--- config.mk ---
export PLATFORM = sky130hd
export DESIGN_NAME = led_matrix_mood_animator
export DESIGN_NICKNAME = d
export VERILOG_FILES = /design/src/lmma_pkg.sv /design/src/lmma_ctrl.sv /design/src/lmma_datapath.sv /design/src/led_matrix_mood_animator.sv
export SDC_FILE = /design/constraint.sdc
export NUM_CORES = 2
export LEC_CHECK = 0
export BUFFER_PORTS_ARGS = -buffer_cell sky130_fd_sc_hd__buf_4
export CORE_MARGIN = 2
export CORE_UTILIZATION = 40
export DETAILED_ROUTE_END_ITERATION = 10
export MAX_ROUTING_LAYER = met4
export PLACE_DENSITY = 0.63
export SLEW_MARGIN = 20
export SYNTH_ARGS = -nofsm -noshare
export SYNTH_HDL_FRONTEND = slang
export SYNTH_SLANG_ARGS = --single-unit
--- constraint.sdc ---
create_clock -name clk -period 12 [get_ports clk]
set_clock_uncertainty 0.15 [all_clocks]
set_input_delay 0.6 -clock clk [delete_from_list [all_inputs] [get_ports clk]]
set_output_delay 0.6 -clock clk [all_outputs]
set_load 0.02 [all_outputs]
--- src/lmma_pkg.sv ---
// Shared types, constants and tables for the LED matrix mood animator.
// Used by every module of the block; depends on nothing.
package lmma_pkg;

	// Number of fluid particles and the width of a particle index.
	localparam int NUM_PARTICLES = 5;
	localparam int PART_W = (NUM_PARTICLES > 1) ? $clog2(NUM_PARTICLES) : 1;

	// Configuration register indexes.
	localparam logic REG_MODE = 1'b0;
	localparam logic REG_MUTE = 1'b1;

	// Display mode codes.
	localparam logic [3:0] MODE_DISCONNECTED = 4'd0;
	localparam logic [3:0] MODE_CONNECTING   = 4'd1;
	localparam logic [3:0] MODE_IDLE         = 4'd2;
	localparam logic [3:0] MODE_LISTENING    = 4'd3;
	localparam logic [3:0] MODE_UPLOADING    = 4'd4;
	localparam logic [3:0] MODE_TRANSCRIBING = 4'd5;
	localparam logic [3:0] MODE_THINKING     = 4'd6;
	localparam logic [3:0] MODE_SPEAKING     = 4'd7;
	localparam logic [3:0] MODE_ERROR        = 4'd8;
	localparam logic [3:0] MODE_MUTED        = 4'd9;

	// Fluid arithmetic constants.
	localparam logic [14:0] DIV52_MUL = 15'd20165;
	localparam logic [9:0]  POS_LO    = 10'd40;
	localparam logic [9:0]  POS_HI    = 10'd984;
	localparam logic [7:0]  GLOW_NONE = 8'd255;

	// Last pixel index of a frame.
	localparam logic [4:0] LAST_PIX = 5'd24;
	// Last put step of a non-fluid frame.
	localparam logic [3:0] LAST_SHAPE_STEP = 4'd12;
	// Last put step of one particle.
	localparam logic [3:0] LAST_PART_STEP = 4'd4;

	// One input beat.
	typedef struct packed {
		logic signed [11:0] accel_x;
		logic signed [11:0] accel_y;
		logic [7:0]         mic_level;
		logic [7:0]         speaker_level;
	} in_beat_t;

	// One output beat.
	typedef struct packed {
		logic [4:0] pixel_index;
		logic [7:0] pixel_value;
		logic       final_pixel;
		logic       glow_write;
		logic [6:0] glow_level;
	} out_beat_t;

	// Commands from the controller to the datapath.
	typedef struct packed {
		logic              start;
		logic              setup;
		logic              vel;
		logic              pos;
		logic              put;
		logic              emit;
		logic [PART_W-1:0] part;
		logic [3:0]        sub;
		logic [4:0]        pix;
	} dp_cmd_t;

	// Status from the datapath to the controller.
	typedef struct packed {
		logic fluid;
		logic out_free;
	} dp_status_t;

	// Start positions of the particles.
	function automatic logic [9:0] start_x(input logic [2:0] i);
		logic [9:0] r;
		case (i)
			3'd0: r = 10'd256;
			3'd1: r = 10'd768;
			3'd2: r = 10'd512;
			3'd3: r = 10'd128;
			3'd4: r = 10'd896;
			3'd5: r = 10'd512;
			3'd6: r = 10'd128;
			default: r = 10'd896;
		endcase
		return r;
	endfunction

	function automatic logic [9:0] start_y(input logic [2:0] i);
		logic [9:0] r;
		case (i)
			3'd0: r = 10'd256;
			3'd1: r = 10'd256;
			3'd2: r = 10'd512;
			3'd3: r = 10'd832;
			3'd4: r = 10'd832;
			3'd5: r = 10'd128;
			3'd6: r = 10'd512;
			default: r = 10'd512;
		endcase
		return r;
	endfunction

	// Border ring walked by the comet, as {x, y}.
	function automatic logic [5:0] ring_xy(input logic [3:0] k);
		logic [5:0] r;
		case (k)
			4'd0:  r = {3'd2, 3'd0};
			4'd1:  r = {3'd3, 3'd0};
			4'd2:  r = {3'd4, 3'd1};
			4'd3:  r = {3'd4, 3'd2};
			4'd4:  r = {3'd4, 3'd3};
			4'd5:  r = {3'd3, 3'd4};
			4'd6:  r = {3'd2, 3'd4};
			4'd7:  r = {3'd1, 3'd4};
			4'd8:  r = {3'd0, 3'd3};
			4'd9:  r = {3'd0, 3'd2};
			4'd10: r = {3'd0, 3'd1};
			default: r = {3'd1, 3'd0};
		endcase
		return r;
	endfunction

endpackage

--- src/lmma_ctrl.sv ---
// Controller state machine of the mood animator: sequences setup, particle
// updates, pixel plotting and the 25 output beats. Depends on lmma_pkg.
module lmma_ctrl (
	input  logic                 clk,
	input  logic                 arst_n,
	input  logic                 in_valid,
	output logic                 in_ready,
	output lmma_pkg::dp_cmd_t    cmd,
	input  lmma_pkg::dp_status_t status
);
	import lmma_pkg::*;

	typedef enum logic [5:0] {
		S_IDLE  = 6'b000001,
		S_SETUP = 6'b000010,
		S_VEL   = 6'b000100,
		S_POS   = 6'b001000,
		S_PUT   = 6'b010000,
		S_EMIT  = 6'b100000
	} state_t;

	state_t            state_q;
	logic [PART_W-1:0] part_q;
	logic [3:0]        sub_q;
	logic [4:0]        pix_q;
	logic              last_part;

	assign in_ready  = (state_q == S_IDLE);
	assign last_part = (part_q == PART_W'(NUM_PARTICLES - 1));

	// Command decode.
	always_comb begin
		cmd       = '0;
		cmd.start = in_valid && in_ready;
		cmd.setup = (state_q == S_SETUP);
		cmd.vel   = (state_q == S_VEL);
		cmd.pos   = (state_q == S_POS);
		cmd.put   = (state_q == S_PUT);
		cmd.emit  = (state_q == S_EMIT) && status.out_free;
		cmd.part  = part_q;
		cmd.sub   = sub_q;
		cmd.pix   = pix_q;
	end

	// Sequencing.
	always_ff @(posedge clk or negedge arst_n) begin
		if (!arst_n) begin
			state_q <= S_IDLE;
			part_q  <= '0;
			sub_q   <= '0;
			pix_q   <= '0;
		end else begin
			case (state_q)
				S_IDLE: begin
					if (in_valid) begin
						state_q <= S_SETUP;
					end
				end
				S_SETUP: begin
					part_q  <= '0;
					sub_q   <= '0;
					pix_q   <= '0;
					state_q <= status.fluid ? S_VEL : S_PUT;
				end
				S_VEL: begin
					state_q <= S_POS;
				end
				S_POS: begin
					sub_q   <= '0;
					state_q <= S_PUT;
				end
				S_PUT: begin
					sub_q <= sub_q + 4'd1;
					if (status.fluid) begin
						if (sub_q == LAST_PART_STEP) begin
							if (last_part) begin
								state_q <= S_EMIT;
							end else begin
								part_q  <= part_q + PART_W'(1);
								state_q <= S_VEL;
							end
						end
					end else if (sub_q == LAST_SHAPE_STEP) begin
						state_q <= S_EMIT;
					end
				end
				S_EMIT: begin
					if (status.out_free) begin
						pix_q <= pix_q + 5'd1;
						if (pix_q == LAST_PIX) begin
							state_q <= S_IDLE;
						end
					end
				end
				default: state_q <= S_IDLE;
			endcase
		end
	end

	// The frame ends right after its last beat is loaded.
	a_frame_end: assert property (@(posedge clk) disable iff (!arst_n)
		(state_q == S_EMIT && pix_q == LAST_PIX && status.out_free) |=> (state_q == S_IDLE))
		else $error("frame did not end after last beat");

	// A new tick is never taken while plotting or emitting.
	a_no_start_busy: assert property (@(posedge clk) disable iff (!arst_n)
		cmd.start |-> (!cmd.put && !cmd.emit && !cmd.vel && !cmd.pos))
		else $error("tick accepted while busy");

	// Pixel counter never passes the last pixel.
	a_pix_range: assert property (@(posedge clk) disable iff (!arst_n)
		(state_q == S_EMIT) |-> (pix_q <= LAST_PIX))
		else $error("pixel counter out of range");

endmodule

--- src/lmma_datapath.sv ---
// Datapath of the mood animator: tick state, particles, frame buffer,
// glow logic, configuration registers and the output register. Uses lmma_pkg.
module lmma_datapath (
	input  logic                 clk,
	input  logic                 arst_n,
	input  lmma_pkg::dp_cmd_t    cmd,
	output lmma_pkg::dp_status_t status,
	input  lmma_pkg::in_beat_t   in_data,
	input  logic                 write_enable,
	input  logic                 reg_index,
	input  logic [3:0]           write_data,
	output logic                 out_valid,
	input  logic                 out_ready,
	output lmma_pkg::out_beat_t  out_data
);
	import lmma_pkg::*;

	typedef enum logic [2:0] {
		K_FLUID_DIM, K_FLUID_BRIGHT, K_COMET_CONN, K_COMET_THINK,
		K_LISTEN, K_SPEAK, K_PULSE, K_ERROR
	} kind_t;

	// Configuration and tick state.
	logic [3:0]  mode_q;
	logic        mute_q;
	logic [31:0] frame_q;
	logic [3:0]  r11_q, r9_q, r10_q;
	logic [4:0]  r24_q;
	in_beat_t    in_q;
	logic signed [5:0] gx_q, gy_q;
	logic [3:0]  jr11_q, jr9_q;
	logic [1:0]  glow_div_q;
	logic [7:0]  last_glow_q;
	logic        gw_q;
	logic [6:0]  gl_q;

	// Particle state.
	logic [9:0]        pos_x_q [NUM_PARTICLES];
	logic [9:0]        pos_y_q [NUM_PARTICLES];
	logic signed [15:0] vel_x_q [NUM_PARTICLES];
	logic signed [15:0] vel_y_q [NUM_PARTICLES];
	logic signed [15:0] vdx_s1, vdy_s1;
	logic [2:0]  cx_q, cy_q;

	// Frame buffer and output register.
	logic [7:0]  buf_q [25];
	logic        out_valid_q;
	out_beat_t   out_q;

	kind_t kind;
	logic  mute_path;

	// Render kind follows the mode and mute registers.
	always_comb begin
		mute_path = mute_q && (mode_q != MODE_LISTENING) && (mode_q != MODE_UPLOADING);
		if (mode_q == MODE_CONNECTING) begin
			kind = K_COMET_CONN;
		end else if (mute_path) begin
			kind = K_PULSE;
		end else begin
			case (mode_q)
				MODE_DISCONNECTED: kind = K_FLUID_DIM;
				MODE_IDLE:         kind = K_FLUID_BRIGHT;
				MODE_LISTENING:    kind = K_LISTEN;
				MODE_THINKING:     kind = K_COMET_THINK;
				MODE_SPEAKING:     kind = K_SPEAK;
				MODE_ERROR:        kind = K_ERROR;
				default:           kind = K_PULSE;
			endcase
		end
	end

	assign status.fluid    = (kind == K_FLUID_DIM) || (kind == K_FLUID_BRIGHT);
	assign status.out_free = !out_valid_q || out_ready;
	assign out_valid       = out_valid_q;
	assign out_data        = out_q;

	// Gravity term: a / 52 toward zero by reciprocal, clamped to +-20.
	function automatic logic signed [5:0] grav(input logic signed [11:0] a);
		logic [11:0] mag;
		logic [26:0] prod;
		logic [6:0]  q;
		mag  = a[11] ? 12'(-a) : 12'(a);
		prod = 27'(mag) * 27'(DIV52_MUL);
		q    = prod[26:20];
		if (q > 7'd20) begin
			q = 7'd20;
		end
		return a[11] ? -$signed({1'b0, q[4:0]}) : $signed({1'b0, q[4:0]});
	endfunction

	// Glow target.
	logic [4:0] f5, wave;
	logic [7:0] glvl;
	logic [6:0] target;
	logic [8:0] gdiff;
	logic [2:0] div_inc;
	logic       glow_on;

	always_comb begin
		f5      = frame_q[4:0];
		wave    = (f5 > 5'd16) ? 5'(6'd32 - {1'b0, f5}) : f5;
		glvl    = mute_path ? 8'd0 :
			((mode_q == MODE_LISTENING) ? in_q.mic_level : in_q.speaker_level);
		glow_on = (mode_q != MODE_DISCONNECTED) && (mode_q != MODE_CONNECTING);
		div_inc = {1'b0, glow_div_q} + 3'd1;
		case (mode_q)
			MODE_IDLE:         target = 7'd18 + 7'(wave);
			MODE_LISTENING:    target = 7'd24 + 7'(glvl[7:2]);
			MODE_UPLOADING:    target = 7'd35 + 7'({wave, 1'b0});
			MODE_TRANSCRIBING: target = 7'd40 + 7'(wave);
			MODE_THINKING:     target = 7'd42 + 7'({wave, 1'b0});
			MODE_SPEAKING:     target = 7'd28 + 7'(glvl[7:2]);
			MODE_ERROR:        target = 7'd90;
			MODE_MUTED:        target = 7'd10 + 7'(wave[4:1]);
			default:           target = 7'd16;
		endcase
		gdiff = ({2'b0, target} >= {1'b0, last_glow_q}) ?
			({2'b0, target} - {1'b0, last_glow_q}) : ({1'b0, last_glow_q} - {2'b0, target});
	end

	// Particle velocity step.
	logic signed [4:0]  jx, jy, jxh, jyh;
	logic signed [15:0] v1x, v1y, v2x, v2y;
	logic signed [20:0] mx, my, dx, dy;

	always_comb begin
		jx  = $signed({1'b0, jr11_q}) - 5'sd5;
		jy  = $signed({1'b0, jr9_q}) - 5'sd4;
		jxh = (jx + $signed({4'b0, jx[4]})) >>> 1;
		jyh = (jy + $signed({4'b0, jy[4]})) >>> 1;
		v1x = vel_x_q[cmd.part] + 16'(gx_q);
		v1y = vel_y_q[cmd.part] + 16'(gy_q);
		v2x = v1x + 16'(jxh);
		v2y = v1y + 16'(jyh);
		mx  = 21'(v2x) * 21'sd29;
		my  = 21'(v2y) * 21'sd29;
		dx  = (mx + (mx[20] ? 21'sd31 : 21'sd0)) >>> 5;
		dy  = (my + (my[20] ? 21'sd31 : 21'sd0)) >>> 5;
	end

	// Particle position step with wall bounce.
	logic signed [17:0] psx, psy;
	logic signed [15:0] hx, hy, nvx, nvy;
	logic [9:0]  npx, npy;
	logic [10:0] rx, ry;

	always_comb begin
		psx = $signed({8'b0, pos_x_q[cmd.part]}) + 18'(vdx_s1);
		psy = $signed({8'b0, pos_y_q[cmd.part]}) + 18'(vdy_s1);
		hx  = (vdx_s1 + $signed({15'b0, vdx_s1[15]})) >>> 1;
		hy  = (vdy_s1 + $signed({15'b0, vdy_s1[15]})) >>> 1;
		npx = psx[9:0];
		nvx = vdx_s1;
		if (psx < $signed({8'b0, POS_LO})) begin
			npx = POS_LO;
			nvx = -hx;
		end else if (psx > $signed({8'b0, POS_HI})) begin
			npx = POS_HI;
			nvx = -hx;
		end
		npy = psy[9:0];
		nvy = vdy_s1;
		if (psy < $signed({8'b0, POS_LO})) begin
			npy = POS_LO;
			nvy = -hy;
		end else if (psy > $signed({8'b0, POS_HI})) begin
			npy = POS_HI;
			nvy = -hy;
		end
		rx = {1'b0, npx} + 11'd128;
		ry = {1'b0, npy} + 11'd128;
	end

	// Plot source for the current put step.
	logic signed [3:0] put_x, put_y, fcx, fcy;
	logic [8:0] put_v, core, halo, pb, p3v, p2v, p4v;
	logic [7:0] lvl;
	logic [15:0] lprod;
	logic [4:0]  d24, hk;
	logic [3:0]  head, kk;
	logic [2:0]  tail, ei;
	logic [8:0]  ctop, cfall, ccen;
	logic [5:0]  rxy;
	logic        w;

	always_comb begin
		lvl   = (kind == K_LISTEN) ? in_q.mic_level : in_q.speaker_level;
		lprod = 16'(lvl) * 16'd171;
		p3v   = 9'(lprod[15:9]);
		p2v   = 9'(lvl[7:1]);
		p4v   = 9'(lvl[7:2]);
		core  = (kind == K_FLUID_DIM) ? 9'd105 : 9'd170;
		halo  = (kind == K_FLUID_DIM) ? 9'd24 : 9'd40;
		fcx   = $signed({1'b0, cx_q});
		fcy   = $signed({1'b0, cy_q});
		d24   = (r24_q < 5'd12) ? r24_q : 5'(5'd24 - r24_q);
		pb    = 9'd55 + 9'(d24) * 9'd12;
		w     = frame_q[1];
		head  = r24_q[4:1];
		hk    = {1'b0, head} - {1'b0, cmd.sub};
		kk    = hk[4] ? 4'(hk + 5'd12) : hk[3:0];
		rxy   = ring_xy(kk);
		ei    = cmd.sub[3:1];
		if (kind == K_COMET_CONN) begin
			tail  = 3'd4;
			ctop  = 9'd235;
			cfall = 9'd55;
			ccen  = frame_q[2] ? 9'd110 : 9'd35;
		end else begin
			tail  = 3'd5;
			ctop  = 9'd220;
			cfall = 9'd42;
			ccen  = 9'd22;
		end
		put_x = 4'sd0;
		put_y = 4'sd0;
		put_v = 9'd0;
		case (kind)
			K_FLUID_DIM, K_FLUID_BRIGHT: begin
				put_x = fcx;
				put_y = fcy;
				put_v = halo;
				case (cmd.sub)
					4'd0: put_v = core;
					4'd1: put_x = fcx - 4'sd1;
					4'd2: put_x = fcx + 4'sd1;
					4'd3: put_y = fcy - 4'sd1;
					4'd4: put_y = fcy + 4'sd1;
					default: put_v = 9'd0;
				endcase
			end
			K_COMET_CONN, K_COMET_THINK: begin
				if (cmd.sub < {1'b0, tail}) begin
					put_x = $signed({1'b0, rxy[5:3]});
					put_y = $signed({1'b0, rxy[2:0]});
					put_v = ctop - 9'(cmd.sub[2:0]) * cfall;
				end else if (cmd.sub == {1'b0, tail}) begin
					put_x = 4'sd2;
					put_y = 4'sd2;
					put_v = ccen;
				end
			end
			K_LISTEN: begin
				case (cmd.sub)
					4'd0: begin put_x = 4'sd2; put_y = 4'sd2; put_v = 9'd150 + p3v; end
					4'd1: begin put_x = 4'sd2; put_y = 4'sd1; put_v = 9'd95 + p3v; end
					4'd2: begin put_x = 4'sd2; put_y = 4'sd3; put_v = 9'd95 + p3v; end
					4'd3: begin put_x = 4'sd1; put_y = 4'sd2; put_v = 9'd95 + p3v; end
					4'd4: begin put_x = 4'sd3; put_y = 4'sd2; put_v = 9'd95 + p3v; end
					4'd5: begin put_x = 4'sd1; put_y = 4'sd1; end
					4'd6: begin put_x = 4'sd3; put_y = 4'sd1; end
					4'd7: begin put_x = 4'sd1; put_y = 4'sd3; end
					4'd8: begin put_x = 4'sd3; put_y = 4'sd3; end
					4'd9: begin put_x = 4'sd2; put_y = 4'sd0; end
					4'd10: begin put_x = 4'sd4; put_y = 4'sd2; end
					4'd11: begin put_x = 4'sd2; put_y = 4'sd4; end
					4'd12: begin put_x = 4'sd0; put_y = 4'sd2; end
					default: put_v = 9'd0;
				endcase
				// Outer rings appear only for louder input.
				if (cmd.sub >= 4'd5 && cmd.sub <= 4'd8 && lvl > 8'd45) begin
					put_v = 9'd28 + p2v;
				end
				if (cmd.sub >= 4'd9 && cmd.sub <= 4'd12 && lvl > 8'd120) begin
					put_v = 9'd28 + p2v;
				end
			end
			K_SPEAK: begin
				case (cmd.sub)
					4'd0: begin put_x = 4'sd1; put_y = 4'sd2; put_v = 9'd120 + p3v; end
					4'd1: begin put_x = 4'sd3; put_y = 4'sd2; put_v = 9'd120 + p3v; end
					4'd2: begin put_x = 4'sd2; put_y = 4'sd2; put_v = 9'd65 + p4v; end
					4'd3: begin
						put_x = 4'sd1;
						put_y = w ? 4'sd2 : 4'sd1;
						put_v = 9'd50 + p3v;
					end
					4'd4: begin
						put_x = 4'sd3;
						put_y = w ? 4'sd1 : 4'sd2;
						put_v = 9'd50 + p3v;
					end
					4'd5: begin
						put_x = 4'sd0;
						put_y = 4'sd2;
						put_v = (lvl > 8'd55) ? 9'd30 + p2v : 9'd0;
					end
					4'd6: begin
						put_x = 4'sd4;
						put_y = 4'sd2;
						put_v = (lvl > 8'd55) ? 9'd30 + p2v : 9'd0;
					end
					4'd7: begin
						put_x = 4'sd1;
						put_y = 4'sd0;
						put_v = (lvl > 8'd135) ? 9'd36 + p3v : 9'd0;
					end
					4'd8: begin
						put_x = 4'sd3;
						put_y = 4'sd4;
						put_v = (lvl > 8'd135) ? 9'd36 + p3v : 9'd0;
					end
					default: put_v = 9'd0;
				endcase
			end
			K_ERROR: begin
				if (cmd.sub < 4'd10) begin
					put_y = $signed({1'b0, ei});
					put_x = cmd.sub[0] ? $signed({1'b0, 3'(3'd4 - ei)}) : $signed({1'b0, ei});
					put_v = (r10_q >= 4'd5) ? 9'd240 : 9'd80;
				end
			end
			K_PULSE: begin
				put_x = 4'sd2;
				put_y = 4'sd2;
				put_v = pb >> 1;
				case (cmd.sub)
					4'd0: put_v = pb;
					4'd1: put_x = 4'sd1;
					4'd2: put_x = 4'sd3;
					4'd3: put_y = 4'sd1;
					4'd4: put_y = 4'sd3;
					default: put_v = 9'd0;
				endcase
			end
			default: put_v = 9'd0;
		endcase
	end

	// Saturating read-modify-write into the frame buffer.
	logic       put_en;
	logic [4:0] put_idx, rd_addr;
	logic [7:0] rd_val;
	logic [9:0] sum;

	always_comb begin
		put_en  = cmd.put && !put_x[3] && (put_x <= 4'sd4) && !put_y[3] &&
			(put_y <= 4'sd4) && (put_v != 9'd0);
		put_idx = 5'(put_y[2:0]) * 5'd5 + 5'(put_x[2:0]);
		rd_addr = cmd.emit ? cmd.pix : put_idx;
		rd_val  = (rd_addr <= LAST_PIX) ? buf_q[rd_addr] : 8'd0;
		sum     = {2'b0, rd_val} + {1'b0, put_v};
	end

	// Tick, particle, glow and configuration registers.
	always_ff @(posedge clk or negedge arst_n) begin
		if (!arst_n) begin
			mode_q      <= MODE_DISCONNECTED;
			mute_q      <= 1'b0;
			frame_q     <= '0;
			r11_q       <= '0;
			r9_q        <= '0;
			r10_q       <= '0;
			r24_q       <= '0;
			glow_div_q  <= '0;
			last_glow_q <= GLOW_NONE;
			gw_q        <= 1'b0;
			for (int i = 0; i < NUM_PARTICLES; i++) begin
				pos_x_q[i] <= start_x(3'(i));
				pos_y_q[i] <= start_y(3'(i));
				vel_x_q[i] <= '0;
				vel_y_q[i] <= '0;
			end
		end else begin
			// Configuration writes.
			if (write_enable) begin
				if (reg_index == REG_MODE) begin
					if (write_data != mode_q) begin
						mode_q      <= write_data;
						glow_div_q  <= '0;
						last_glow_q <= GLOW_NONE;
					end
				end else begin
					mute_q <= write_data[0];
				end
			end
			// New tick: advance the frame counter and its residues.
			if (cmd.start) begin
				frame_q <= frame_q + 32'd1;
				if (frame_q == 32'hFFFF_FFFF) begin
					r11_q <= '0;
					r9_q  <= '0;
					r10_q <= '0;
					r24_q <= '0;
				end else begin
					r11_q <= (r11_q == 4'd10) ? 4'd0 : r11_q + 4'd1;
					r9_q  <= (r9_q >= 4'd6) ? 4'(r9_q - 4'd6) : r9_q + 4'd3;
					r10_q <= (r10_q == 4'd9) ? 4'd0 : r10_q + 4'd1;
					r24_q <= (r24_q == 5'd23) ? 5'd0 : r24_q + 5'd1;
				end
			end
			// Glow check once per tick while glow is on; the level may change only on every fourth tick.
			if (cmd.setup) begin
				gw_q <= 1'b0;
				if (glow_on) begin
					if (div_inc[2]) begin
						glow_div_q <= '0;
						if (last_glow_q == GLOW_NONE || gdiff >= 9'd2) begin
							last_glow_q <= {1'b0, target};
							gw_q        <= 1'b1;
						end
					end else begin
						glow_div_q <= div_inc[1:0];
					end
				end
			end
			// Particle writeback.
			if (cmd.pos) begin
				pos_x_q[cmd.part] <= npx;
				pos_y_q[cmd.part] <= npy;
				vel_x_q[cmd.part] <= nvx;
				vel_y_q[cmd.part] <= nvy;
			end
		end
	end

	// Payload registers.
	always_ff @(posedge clk) begin
		if (cmd.start) begin
			in_q <= in_data;
			for (int i = 0; i < 25; i++) begin
				buf_q[i] <= 8'd0;
			end
		end
		if (cmd.setup) begin
			gx_q   <= grav(in_q.accel_x);
			gy_q   <= grav(in_q.accel_y);
			jr11_q <= r11_q;
			jr9_q  <= r9_q;
			gl_q   <= target;
		end
		if (cmd.vel) begin
			vdx_s1 <= dx[15:0];
			vdy_s1 <= dy[15:0];
		end
		if (cmd.pos) begin
			cx_q   <= rx[10:8];
			cy_q   <= ry[10:8];
			jr11_q <= (jr11_q >= 4'd4) ? 4'(jr11_q - 4'd4) : jr11_q + 4'd7;
			jr9_q  <= (jr9_q >= 4'd4) ? 4'(jr9_q - 4'd4) : jr9_q + 4'd5;
		end
		if (put_en) begin
			buf_q[put_idx] <= (sum > 10'd255) ? 8'd255 : sum[7:0];
		end
		if (cmd.emit) begin
			out_q.pixel_index <= cmd.pix;
			out_q.pixel_value <= rd_val;
			out_q.final_pixel <= (cmd.pix == LAST_PIX);
			out_q.glow_write  <= (cmd.pix == LAST_PIX) && gw_q;
			out_q.glow_level  <= ((cmd.pix == LAST_PIX) && gw_q) ? gl_q : 7'd0;
		end
	end

	// Output register valid.
	always_ff @(posedge clk or negedge arst_n) begin
		if (!arst_n) begin
			out_valid_q <= 1'b0;
		end else if (cmd.emit) begin
			out_valid_q <= 1'b1;
		end else if (out_ready) begin
			out_valid_q <= 1'b0;
		end
	end

endmodule

--- src/led_matrix_mood_animator.sv ---
// Top level of the LED matrix mood animator: controller plus datapath.
// Depends on lmma_pkg, lmma_ctrl and lmma_datapath.
// Each accepted tick runs a setup step, then in fluid modes a velocity step,
// a position step and the put steps for each of the five particles, or else
// the shape's put steps, then the output beats, one per cycle unless the sink
// stalls. No new tick is taken until the frame's last beat is loaded.
// Reset clears the frame counter, glow state and configuration registers and
// restores the particle start positions at once; there is no clearing pass.
module led_matrix_mood_animator (
	input  logic                clk,
	input  logic                arst_n,
	input  logic                in_valid,
	output logic                in_ready,
	input  lmma_pkg::in_beat_t  in_data,
	output logic                out_valid,
	input  logic                out_ready,
	output lmma_pkg::out_beat_t out_data,
	input  logic                write_enable,
	input  logic                reg_index,
	input  logic [3:0]          write_data
);
	import lmma_pkg::*;

	dp_cmd_t    cmd;
	dp_status_t status;

	lmma_ctrl u_ctrl (
		.clk      (clk),
		.arst_n   (arst_n),
		.in_valid (in_valid),
		.in_ready (in_ready),
		.cmd      (cmd),
		.status   (status)
	);

	lmma_datapath u_dp (
		.clk          (clk),
		.arst_n       (arst_n),
		.cmd          (cmd),
		.status       (status),
		.in_data      (in_data),
		.write_enable (write_enable),
		.reg_index    (reg_index),
		.write_data   (write_data),
		.out_valid    (out_valid),
		.out_ready    (out_ready),
		.out_data     (out_data)
	);

	// The final flag marks exactly the last pixel of a frame.
	a_final: assert property (@(posedge clk) disable iff (!arst_n)
		out_valid |-> (out_data.final_pixel == (out_data.pixel_index == LAST_PIX)))
		else $error("final flag on wrong pixel");

	// A glow write only rides on the final pixel.
	a_glow: assert property (@(posedge clk) disable iff (!arst_n)
		(out_valid && out_data.glow_write) |-> out_data.final_pixel)
		else $error("glow write off the final pixel");

endmodule
==> results.md <==
* Outcome: finished, final reports clean
* CP startpoint kind: register
* R2R Setup Slk at roughly 820 ps
* GRT Overall Usage at 0.2147
* Synthesized flop and latch total at a little over 700
* Number of synthesized flops with an enable pin at 383
* Initial antenna violation count at 1
* DR vias/cell at approximately 5.7
* Post-CTS resize count at 0
* Die X at between 300 and 400 µm
* Core ar. at 137200 µm²
* Unrepaired setup endpoints after global routing: no
* Share of cells above drive strength 1 at 0.09342
* CTS Root Cell: clkbuf_16
* Post-synth net total at roughly 6400
* Wirelength per Cell at 19.62 µm
* Reg2Reg Depth at 39
* Max_slew headroom at 0.2582
* Worst R2R Start: u_dp.jr11_q[0]$_DFFE_PP_
* Multi-input gate area at approximately 32000 µm²
* FFs w/ async S/R, synth at 0.4732
* Grt ovf at 0
* Syn_area_per_cell at 9.683 µm²
* Arrival time worst endpoint at 11440 ps
* WHS Path Cells at 2
* Primary FF master, synth: edfxtp_1
* H-tree depth at 3
* Filler instances at between 10000 and 15000
* Met3 WL at slightly below 8000 µm
* Area grow syn2layout at 10.58%
* Port Buf Inserts at 73
* # IOs at between 70 and 80
* Max Fclk at 89.45 MHz
* Final setup viols at 0
* CP max stage delay at 540 ps
* Initial cell density of the core at 0.4018
* TritonCTS buffer count at slightly above 80
* Required time worst endpoint at roughly 12000 ps
* GPL Wtd Cong at about 0.94
* Met2 wire len at around 70000 µm
* DRT iter0 DRCs at between 3000 and 4000
* Vias in the first global route at about 43000
* Cells after Synth at 5691
* Num rows at around 140
* Clk pin slew, worst setup/hold paths at ~60 ps
* Storage cell area at between 20000 and 25000 µm²
* Seq/Total Area, Yosys at 0.3655
* Largest net degree at the start of global routing at ~180
* Worst skew pair latency at 680 ps
* Die H at between 300 and 400 µm
* Final ANT Viol Nets at 0
* Hold worst-path end: u_dp.mode_q[3]$_DFFE_PN0P_
* CTS tree: built
* Netlist cell types at 93
* Total number of vias at approximately 43000
* Hold Path Class: in2reg
* DR top layer: met4
* Tmin final at 11180 ps
* Die area at ~140000 µm²
* Yosys warns at 0
* Hold Fails Final Rpt at 0
* Period Utilization, post-route at 0.9316
* Setup TNS at 0 ps
* First-pass GRT wire length at about 240000 µm
* Clk sink count at ~730
* Crit Reg-Reg Endpoint: u_dp.vdx_s1[4]$_DFFE_PP_
* Post-route DRC at 0
* Slew Limit Fails at 0
* Cell mode on critical path: ha_1
* Total wire length at ~150000 µm
* Critical path's slowest cell: a2111oi_0
* Worst-Margin Slew at approximately 1100 ps
* Metal1 wirelength at between 60000 and 70000 µm
* CP max FO at 13
* Max Root-Sink Buffers at 3
* CP Class: reg2reg
* CP Capture Type: register
* Mapped cell area at 55110 µm²
* HPWL Detailed at roughly 110000 µm
* Final nets at ~6400
* Hold_sp: write_data[3]
* Max-Cap Viols at 0
* Pre-antenna DRT Iters at 6
layout make-up:
type                    count  area share
inverters                 457     0.02815
clock buffers             112     0.03823
clock inverters            40    0.008685
flip-flops and latches    727      0.3307
repair buffers            207     0.02829
diodes                      1  0.00004107
multi-input cells        4205      0.5291
well taps                1794     0.03684
how the worst max path moves through the flow:
stage,from,endpoint,slack [ps],cells after the start
after floorplan,u_dp.jr11_q[0]$_DFFE_PP_,u_dp.vdx_s1[4]$_DFFE_PP_,630,38
after global placement,u_dp.jr11_q[0]$_DFFE_PP_,u_dp.vdx_s1[4]$_DFFE_PP_,1140,39
after detailed placement,u_dp.jr11_q[0]$_DFFE_PP_,u_dp.vdx_s1[4]$_DFFE_PP_,950,39
after CTS,u_dp.jr11_q[0]$_DFFE_PP_,u_dp.vdx_s1[4]$_DFFE_PP_,920,39
after global routing,u_dp.jr11_q[0]$_DFFE_PP_,u_dp.vdx_s1[4]$_DFFE_PP_,120,39
final,u_dp.jr11_q[0]$_DFFE_PP_,u_dp.vdx_s1[4]$_DFFE_PP_,820,39
synth_stat cells, types with 37 or more instances:
| cell | count | area [µm²] |
|---|---|---|
| nand2_1 | 779 | 2924 |
| ha_1 | 488 | 6106 |
| inv_1 | 448 | 1682 |
| edfxtp_1 | 383 | 11500 |
| dfrtp_1 | 318 | 7958 |
| nor2_1 | 298 | 1119 |
| o21ai_0 | 280 | 1401 |
| a21oi_1 | 256 | 1281 |
| clkbuf_1 | 243 | 912.1 |
| a211oi_1 | 235 | 1764 |
| fa_1 | 212 | 4244 |
| xnor2_1 | 209 | 1831 |
| nand3_1 | 174 | 870.8 |
| mux2_2 | 97 | 1092 |
| xor2_1 | 92 | 805.8 |
| mux2i_1 | 81 | 810.8 |
| nor3_1 | 76 | 380.4 |
| and3_1 | 75 | 469.2 |
| a31oi_1 | 63 | 394.1 |
| a21o_1 | 62 | 465.5 |
| a311oi_1 | 52 | 455.4 |
| o31ai_1 | 40 | 300.3 |
| a22oi_1 | 37 | 277.8 |
| o22ai_1 | 37 | 231.5 |
layer usage:
metal | vias up | GRT usage
li1 | 20360 | -
met1 | 20990 | 0.2889
met2 | 1196 | 0.3456
met3 | 216 | 0.02676
met4 | 0 | 0.05206
met5 | - | -
cells by family after synthesis:
kind of cell               count (synthesis)  synth area share
DFF                                      727            0.3655
xor gates and xnor gates                 304           0.04906
buffers and inverters                    759           0.05286
adders and majority gates                700            0.1878
and+or+nand+nor                         1666            0.1373
AOI/OAI and AO/OA                       1327            0.1608
muxes                                    208           0.04664
through the flow:
stage | area, µm² | std cells | hold slack, ps | setup WS (ps) | utilization
after floorplan | 55110 | 5691 | 154.4 | 634.3 | -
after global placement | 57620 | 7347 | 295.2 | 1136 | 0.4201
after detailed placement | 57620 | 7347 | 297.3 | 949.4 | 0.4201
after CTS | 60900 | 7541 | 3.845 | 920.6 | 0.4440
after global routing | 60940 | 7543 | 28.31 | 122.6 | 0.4443
final | 60940 | 7543 | 39.82 | 820.2 | 0.4443
state kept, by name, indices dropped and copies added, names as in the netlist, 5 cells and up:
signal and flops:
u_dp.vdx_s1 16, u_dp.frame_q 32, u_ctrl.pix_q 5, u_dp.r24_q 5, u_dp.vel_x_q 80, u_dp.vel_y_q 80
u_dp.pos_y_q 50, u_dp.pos_x_q 50, u_ctrl.state_q 6, u_dp.gx_q 6, u_dp.out_data 22, u_dp.in_q 40
u_dp.buf_q 256, u_dp.last_glow_q 8, u_dp.vdy_s1 16, u_dp.gl_q 7, u_dp.gy_q 6
cell usage in the layout (no fill, tap or decap), drive strengths merged, types with 112 or more instances in the layout:
cell type and n:
a211oi 235, a21oi 256, buf 165, clkbuf 112, dfrtp 318, edfxtp 383, fa 212, ha 488
inv 458, nand2 779, nand3 174, nor2 298, o21ai 285, xnor2 209
repair_timing:
item | 4_1_cts | 5_1_grt
buffers inserted | 0 | 0
hold endpoints to repair | 95 | 0
hold buffers | 42 | 0
critical path, delay by kind of cell (launching register included):
family | cells | cell delay [ps]
simple gates | 1 | 130
xor+xnor | 3 | 700
flops | 1 | 450
compound gates | 22 | 5370
fa+ha+maj | 9 | 3360
buf+inv | 3 | 500
mux | 1 | 260
Power is not shown: default switching activity piles up to over one toggle a cycle in this logic, so the estimate is an artifact.
